**config.mk**
```make
export PLATFORM = sky130hd
export DESIGN_NAME = sorted_table_insert_remove
export DESIGN_NICKNAME = d
export VERILOG_FILES = /design/src/rtl/core/sti_pkg.sv /design/src/rtl/core/sti_cell.sv /design/src/rtl/core/sorted_table_insert_remove.sv
export SDC_FILE = /design/constraint.sdc
export NUM_CORES = 2
export LEC_CHECK = 0
export ABC_CLOCK_PERIOD_IN_PS = 8910
export BUFFER_PORTS_ARGS = -buffer_cell sky130_fd_sc_hd__buf_2
export CORE_MARGIN = 8
export CORE_UTILIZATION = 40
export CTS_BUF_LIST = sky130_fd_sc_hd__clkbuf_8
export DETAILED_ROUTE_END_ITERATION = 12
export PLACE_DENSITY = 0.59
export SKIP_LAST_GASP = 1
export SYNTH_ARGS = -nofsm -noshare
export SYNTH_HDL_FRONTEND = slang
export SYNTH_SLANG_ARGS = --single-unit
```
**constraint.sdc**
```tcl
create_clock -name clk -period 8.91 [get_ports clk]
set_input_delay 0.891 -clock clk [delete_from_list [all_inputs] [get_ports clk]]
set_output_delay 0.891 -clock clk [all_outputs]
set_load 0.005 [all_outputs]
```
**src/rtl/core/sti_pkg.sv**
```systemverilog
// Shared types and codes for the sorted table block.
package sti_pkg;

  localparam int DEPTH_DEF = 16;
  localparam int VAL_W     = 32;
  localparam int POS_W     = 4;
  localparam int CNT_W     = 5;
  localparam int MAX_RES   = 16;

  typedef enum logic [1:0] {
    KIND_INSERT = 2'd0,
    KIND_REMOVE = 2'd1,
    KIND_DUMP   = 2'd2,
    KIND_NOP    = 2'd3
  } kind_t;

  typedef enum logic [1:0] {
    ST_OK    = 2'd0,
    ST_FULL  = 2'd1,
    ST_RANGE = 2'd2,
    ST_EMPTY = 2'd3
  } status_t;

  typedef enum logic [1:0] {
    CELL_HOLD   = 2'd0,
    CELL_INSERT = 2'd1,
    CELL_REMOVE = 2'd2,
    CELL_ROTATE = 2'd3
  } cell_op_t;

  typedef enum logic {
    FSM_IDLE = 1'b0,
    FSM_DUMP = 1'b1
  } fsm_t;

  typedef struct packed {
    logic [1:0]              kind;
    logic signed [VAL_W-1:0] value;
    logic [POS_W-1:0]        position;
  } in_item_t;

  typedef struct packed {
    logic signed [VAL_W-1:0] entry_value;
    logic [POS_W-1:0]        entry_position;
    logic [1:0]              status;
    logic [CNT_W-1:0]        entry_count;
    logic                    last;
  } out_item_t;

  // Command broadcast to every cell of the chain.
  typedef struct packed {
    cell_op_t                op;
    logic signed [VAL_W-1:0] value;
    logic [POS_W-1:0]        position;
  } cell_ctl_t;

endpackage

```
**src/rtl/core/sti_cell.sv**
```systemverilog
// One storage cell of the sorted table chain.
module sti_cell
  import sti_pkg::*;
#(
  parameter int DEPTH = DEPTH_DEF,
  parameter int IDX   = 0
) (
  input  logic                            clk,
  input  cell_ctl_t                       ctl,
  input  logic [$clog2(DEPTH+1)-1:0]      count,
  input  logic signed [VAL_W-1:0]         head_val,
  input  logic                            left_ge,
  input  logic signed [VAL_W-1:0]         left_val,
  input  logic signed [VAL_W-1:0]         right_val,
  output logic                            ge,
  output logic signed [VAL_W-1:0]         val
);

  localparam int CW   = $clog2(DEPTH + 1);
  localparam int IW   = (DEPTH > 1) ? $clog2(DEPTH) : 1;
  localparam int CMPW = (IW > POS_W) ? IW : POS_W;
  localparam logic [CW-1:0]   IDX_C = CW'(IDX);
  localparam logic [CMPW-1:0] IDX_P = CMPW'(IDX);

  logic signed [VAL_W-1:0] val_r;
  logic signed [VAL_W-1:0] val_nxt;

  // Cells at or past the count, or holding a larger value, move up on insert.
  assign ge  = (IDX_C >= count) || (val_r > ctl.value);
  assign val = val_r;

  always_comb begin
    val_nxt = val_r;
    case (ctl.op)
      CELL_INSERT: begin
        if (ge) begin
          val_nxt = left_ge ? left_val : ctl.value;
        end
      end
      CELL_REMOVE: begin
        if (CMPW'(ctl.position) <= IDX_P) begin
          val_nxt = right_val;
        end
      end
      CELL_ROTATE: begin
        val_nxt = (IDX_C == count - CW'(1)) ? head_val : right_val;
      end
      default: val_nxt = val_r;
    endcase
  end

  always_ff @(posedge clk) begin
    val_r <= val_nxt;
  end

endmodule

```
**src/rtl/core/sorted_table_insert_remove.sv**
```systemverilog
// Top level of the sorted table: cell chain, control sequencer and result register.
//
// This block keeps up to DEPTH signed 32-bit values in ascending order in a row
// of cells, one value per cell. In an insert or a remove, every cell compares
// its value with the new one, or its index with the requested position, and
// takes its own, its left or its right neighbor's value at the same clock
// edge, so the table is updated and the single result is registered at that
// edge. Equal values keep arrival order, since a new value goes after every
// entry equal to it. A dump rotates the chain toward cell 0 once per cycle
// while the result side keeps up and emits the value leaving cell 0 (at most
// 16 entries are reported, the rotation still runs count steps so the table
// ends in its original order), and no new input is taken until it ends.
// Between operations, the input side takes a new transfer in any cycle in
// which the result register is empty or being drained. Rejected operations
// (insert into a full table, remove at a position not below the count) and a
// dump of an empty table give one result with a status code and leave the
// table unchanged. Kind 3 is accepted and dropped without a result. The cells
// need no reset: only cells below the count are ever reported.
module sorted_table_insert_remove
  import sti_pkg::*;
#(
  parameter int DEPTH = DEPTH_DEF
) (
  input  logic      clk,
  input  logic      rst_n,
  input  logic      in_valid,
  output logic      in_ready,
  input  in_item_t  in_data,
  output logic      out_valid,
  input  logic      out_ready,
  output out_item_t out_data
);

  localparam int CW   = $clog2(DEPTH + 1);
  localparam int IW   = (DEPTH > 1) ? $clog2(DEPTH) : 1;
  localparam int RCMP = (CW > POS_W) ? CW : POS_W;

  fsm_t            state_r, state_nxt;
  logic [CW-1:0]   count_r, count_nxt;
  logic [CW-1:0]   step_r, step_nxt;
  logic            out_valid_r, out_valid_nxt;
  out_item_t       out_data_r, out_data_nxt;

  cell_ctl_t               ctl;
  logic                    ge_w  [DEPTH];
  logic signed [VAL_W-1:0] val_w [DEPTH];
  logic [IW-1:0]           at_idx;

  logic out_free;
  logic in_fire;
  logic table_full;
  logic pos_bad;
  logic dump_emit;
  logic dump_adv;
  logic dump_end;

  // The result register can take a new item when empty or when its item leaves.
  assign out_free   = !out_valid_r || out_ready;
  assign in_fire    = in_valid && in_ready;
  assign table_full = (count_r == CW'(DEPTH));
  assign pos_bad    = RCMP'(in_data.position) >= RCMP'(count_r);

  // During a dump only the first MAX_RES rotation steps need the result slot.
  assign dump_emit = (int'(step_r) < MAX_RES);
  assign dump_adv  = (state_r == FSM_DUMP) && (!dump_emit || out_free);
  assign dump_end  = (step_r == count_r - CW'(1));

  // The chain: each cell sees its neighbors and the head of the table.
  for (genvar i = 0; i < DEPTH; i++) begin : g_cell
    logic                    lge;
    logic signed [VAL_W-1:0] lval;
    logic signed [VAL_W-1:0] rval;
    if (i == 0) begin : g_first
      assign lge  = 1'b0;
      assign lval = '0;
    end else begin : g_mid
      assign lge  = ge_w[i-1];
      assign lval = val_w[i-1];
    end
    if (i == DEPTH - 1) begin : g_last
      assign rval = val_w[i];
    end else begin : g_inner
      assign rval = val_w[i+1];
    end
    sti_cell #(
      .DEPTH (DEPTH),
      .IDX   (i)
    ) u_cell (
      .clk       (clk),
      .ctl       (ctl),
      .count     (count_r),
      .head_val  (val_w[0]),
      .left_ge   (lge),
      .left_val  (lval),
      .right_val (rval),
      .ge        (ge_w[i]),
      .val       (val_w[i])
    );
  end

  // The insert point is the one cell that moves while its left neighbor stays.
  always_comb begin
    at_idx = '0;
    for (int i = 0; i < DEPTH; i++) begin
      if (ge_w[i] && ((i == 0) || !ge_w[(i == 0) ? 0 : i - 1])) begin
        at_idx = at_idx | IW'(i);
      end
    end
  end

  // Next state.
  always_comb begin
    state_nxt = state_r;
    case (state_r)
      FSM_IDLE: begin
        if (in_fire && (in_data.kind == KIND_DUMP) && (count_r != '0)) begin
          state_nxt = FSM_DUMP;
        end
      end
      FSM_DUMP: begin
        if (dump_adv && dump_end) begin
          state_nxt = FSM_IDLE;
        end
      end
      default: state_nxt = FSM_IDLE;
    endcase
  end

  // Outputs, cell commands and datapath registers.
  always_comb begin
    in_ready      = 1'b0;
    ctl.op        = CELL_HOLD;
    ctl.value     = in_data.value;
    ctl.position  = in_data.position;
    count_nxt     = count_r;
    step_nxt      = step_r;
    out_valid_nxt = out_valid_r && !out_ready;
    out_data_nxt  = out_data_r;
    case (state_r)
      FSM_IDLE: begin
        in_ready = out_free;
        step_nxt = '0;
        if (in_fire) begin
          out_data_nxt.entry_value    = '0;
          out_data_nxt.entry_position = '0;
          out_data_nxt.status         = ST_OK;
          out_data_nxt.entry_count    = CNT_W'(count_r);
          out_data_nxt.last           = 1'b1;
          case (in_data.kind)
            KIND_INSERT: begin
              out_valid_nxt = 1'b1;
              if (table_full) begin
                out_data_nxt.status = ST_FULL;
              end else begin
                ctl.op                      = CELL_INSERT;
                count_nxt                   = count_r + CW'(1);
                out_data_nxt.entry_position = POS_W'(at_idx);
                out_data_nxt.entry_count    = CNT_W'(count_r + CW'(1));
              end
            end
            KIND_REMOVE: begin
              out_valid_nxt = 1'b1;
              if (pos_bad) begin
                out_data_nxt.status = ST_RANGE;
              end else begin
                ctl.op                      = CELL_REMOVE;
                count_nxt                   = count_r - CW'(1);
                out_data_nxt.entry_position = in_data.position;
                out_data_nxt.entry_count    = CNT_W'(count_r - CW'(1));
              end
            end
            KIND_DUMP: begin
              if (count_r == '0) begin
                out_valid_nxt       = 1'b1;
                out_data_nxt.status = ST_EMPTY;
              end
            end
            default: out_valid_nxt = out_valid_r && !out_ready;
          endcase
        end
      end
      FSM_DUMP: begin
        if (dump_adv) begin
          ctl.op   = CELL_ROTATE;
          step_nxt = step_r + CW'(1);
          if (dump_emit) begin
            out_valid_nxt               = 1'b1;
            out_data_nxt.entry_value    = val_w[0];
            out_data_nxt.entry_position = POS_W'(step_r);
            out_data_nxt.status         = ST_OK;
            out_data_nxt.entry_count    = CNT_W'(count_r);
            out_data_nxt.last           = dump_end || (int'(step_r) == MAX_RES - 1);
          end
        end
      end
      default: in_ready = 1'b0;
    endcase
  end

  always_ff @(posedge clk) begin
    if (!rst_n) begin
      state_r     <= FSM_IDLE;
      count_r     <= '0;
      step_r      <= '0;
      out_valid_r <= 1'b0;
    end else begin
      state_r     <= state_nxt;
      count_r     <= count_nxt;
      step_r      <= step_nxt;
      out_valid_r <= out_valid_nxt;
    end
  end

  always_ff @(posedge clk) begin
    out_data_r <= out_data_nxt;
  end

  assign out_valid = out_valid_r;
  assign out_data  = out_data_r;

  // The table never holds more than DEPTH entries.
  a_count_bound: assert property (@(posedge clk) disable iff (!rst_n)
    count_r <= CW'(DEPTH))
    else $error("entry count above table depth");

  // No input transfer while a dump is running.
  a_no_in_in_dump: assert property (@(posedge clk) disable iff (!rst_n)
    (state_r == FSM_DUMP) |-> !in_ready)
    else $error("input taken during dump");

  // An accepted insert into a table with room adds exactly one entry.
  a_insert_grows: assert property (@(posedge clk) disable iff (!rst_n)
    (in_fire && (in_data.kind == KIND_INSERT) && !table_full)
      |=> (count_r == $past(count_r) + CW'(1)))
    else $error("insert did not grow the table");

  // A dump leaves the entry count unchanged.
  a_dump_count: assert property (@(posedge clk) disable iff (!rst_n)
    (state_r == FSM_DUMP) |=> $stable(count_r))
    else $error("entry count changed during dump");

endmodule
```
==> summary.txt <==
first-pass iteration count of the detailed router - 6
synthesized instance count - 4426
synthesized area per cell - 9.50 um2
CTS tree - yes
Layout Cells excl Fill - 5871
fin. max-slew vios - 0
Die Area - 116000 um2
Post-Synth Simple-Gate Area - 9.94%
largest cells by area after synthesis - edfxtp_1, ha_1, a22oi_1
Initial Util - 40.1%
Final Hold Vio Count - 0
Setup Fix Bufs, Post-CTS - 0
Placement Setup Slack - 3.22 ns
area of the mapped netlist - 42100 um2
die width - 340 um
max incr delay on CP - 1.12 ns
final setup vio count - 0
vias in the first global route - 36600
Inst Count DP - 5663
Antenna Nets Post-Route - 0
RSZ-0062 raised after global routing - false
Worst Setup SP - count_r[0]$_SDFFE_PN0P_
initial antenna violation count - 8
Die H - 340 um
Clk Latency, worst-skew pair - 0.78 ns
drt total wl - 158000 um
Met1 Wirelength - 66500 um
IO Count - 88
reg2reg start - count_r[0]$_SDFFE_PN0P_
setup TNS - 0 ns
Placer Congestion - 0.942
Primary FF master, synth - edfxtp_1
floorplan row count - 119
fraction of registers with async set/reset - 0%
dpl hpwl - 114000 um
Crit. End Element - flip-flop
CTS Hold Bufs - 0
# port buffers - 87
Pleak - 17.3 nW
via/cell ratio - 6.39
DR WL met3 - 14600 um
Compound-Gate Fraction of Synth Area - 25.7%
Root Driver - clkbuf_8
max_slew headroom - 7.03%
status - finished clean
mux contribution to synthesized area - 3.98%
Post-synth EDFFs - 556
synth unique cells - 77
crit-path max FO - 9
kind of critical path - reg -> reg
largest family of logic cells by synthesized area - compound AO/OA/AOI/OAI gates
via count - 37500
Final Worst Setup Slack - 3.36 ns
HP Class - in -> reg
clk sinks - 568
DRC Markers - 0
max layer used - met5
FMAX - 180 MHz
Core Area - 105000 um2
H-tree depth - 3
P per Cell Area - 205 nW/um2
Synth Warn # - 0
Routed wire per std cell - 26.9 um
period utilisation layout - 62.3%
Total Routing Usage GR - 26.0%
#FFs+latches synth - 568
DR iter-0 viols - 4437
Tot Pwr - 9.45 mW
Least-Margin Pin Slew - 1.38 ns
largest net degree at the start of global routing - 249
maximum vdd ir drop - 0.000172 V
Max-cap violations - 0
hold path start - rst_n
Post-Synth Adder-Cell Area - 15.6%
crit start category - flip-flop
Area growth, synth to finish - 9.73%
XOR/XNOR Fraction of Synth Area - 0.354%
cell family with most CP delay - simple AND/OR/NAND/NOR gates
cells along the critical path - inv_1 -> ha_1 -> nor3_1 -> a31oi_1 -> nor4_1 -> nor3_4 -> a22o_1 -> o41ai_1 -> o311ai_0
Reg clk slew, reported paths - 0.06 ns
Buf/Inv on CP - 1
first-pass GRT wire length - 236000 um
Worst EP required - 9.38 ns
share of the yosys chip area belonging to registers - 40.3%
metal2 WL - 69000 um
share of layout cells above drive strength 1 - 9.07%
Worst path slowest cell - nor4_1
Post-Route Skew - 0.0278 ns
share of the synthesized area in the top cell type - 39.7%
Arr. time, crit path - 6.02 ns
# resized after CTS - 0
Inserted Clock Buffers - 109
total global routing overflow - 0
final layout net count - 4949
Tmin final - 5.55 ns
Post-Syn Nets - 4992
deepest clock path buffer count - 3
post-synth top area cell - edfxtp_1
## placed cells by master, fill, tap and decap left out, drive strengths merged, types with 24 or more instances in the layout
| cell type | instances |
|---|---|
| nand3 | 50 |
| edfxtp | 556 |
| inv | 144 |
| buf | 208 |
| ha | 524 |
| clkinv | 46 |
| nand4 | 102 |
| clkbuf | 113 |
| nor4 | 28 |
| nor2 | 363 |
| nor3 | 26 |
| mux2i | 166 |
| a21oi | 518 |
| o21ai | 577 |
| nand2 | 203 |
| a22oi | 432 |
| a221oi | 31 |
| nor2b | 24 |
| a21o | 71 |
| and2 | 44 |
## cell type report
class	instances	area (um2)
Inverter	105	394
Multi-Input combinational cell	3391	23700
Antenna cell	6	15.0
Sequential cell	568	16900
Clock inverter	89	462
Timing Repair Buffer	208	1350
Tap cell	1391	1740
Clock buffer	113	1560
Fill cell	10200	58700
## sequential cells by signal, indices dropped and copies added, names as in the netlist
signal             count
state_r                1
g_cell.u_cell.val    512
step_r                 5
out_valid              1
count_r                5
out_data              44
## metrics by stage
stage | cell area [um2] | hold WS (ns) | utilization (%)
final | 46200 | 0.455 | 44.0
after global routing | 46100 | 0.432 | 44.0
after CTS | 46100 | 0.404 | 44.0
after detailed placement | 44100 | 0.524 | 42.1
after global placement | 44100 | 0.521 | 42.1
after floorplan | 42100 | 0.485 | -
## cells in the mapped netlist (16+ instances only)
cell type / instances
and2_1: 42
o211ai_1: 22
nor4_1: 27
edfxtp_1: 556
a22oi_1: 432
nor3_1: 25
inv_1: 105
nand2_1: 203
nor2_1: 362
mux2i_1: 166
nand4_1: 102
buf_2: 16
buf_1: 20
a211oi_1: 22
o21ai_0: 575
ha_1: 524
a21oi_1: 517
nor2b_1: 24
nand3_1: 50
a21o_1: 71
a221oi_1: 31
clkbuf_1: 326
## worst paths after layout
check                                         endpoint  slack [ns]  depth (start not counted)
worst min register to register  step_r[1]$_SDFFE_PN0P_        0.53                          2
worst max register to register  out_data[10]$_DFFE_PP_        3.36                          9
worst min-delay path              out_valid$_SDFF_PN0_        0.45                          2
worst max-delay path            out_data[10]$_DFFE_PP_        3.36                          9
## cells by family after synthesis
kind of cell	Yosys count
buf+inv	467
fa+ha+maj	524
mux	167
flops	568
xor+xnor	17
simple gates	901
compound gates	1782
## per-layer routing
| layer | vias to the layer above | GRT usage, % |
|---|---|---|
| li1 | 17000 | - |
| met4 | 6 | 11.4 |
| met5 | - | 0 |
| met1 | 18200 | 35.4 |
| met3 | 408 | 5.24 |
| met2 | 1933 | 39.9 |
## power breakdown
group	switching (mW)	internal [mW]
Sequential	0.368	3.59
Combinational	1.96	1.00
Clock	1.27	1.26
(Power assumes the default switching activity.)
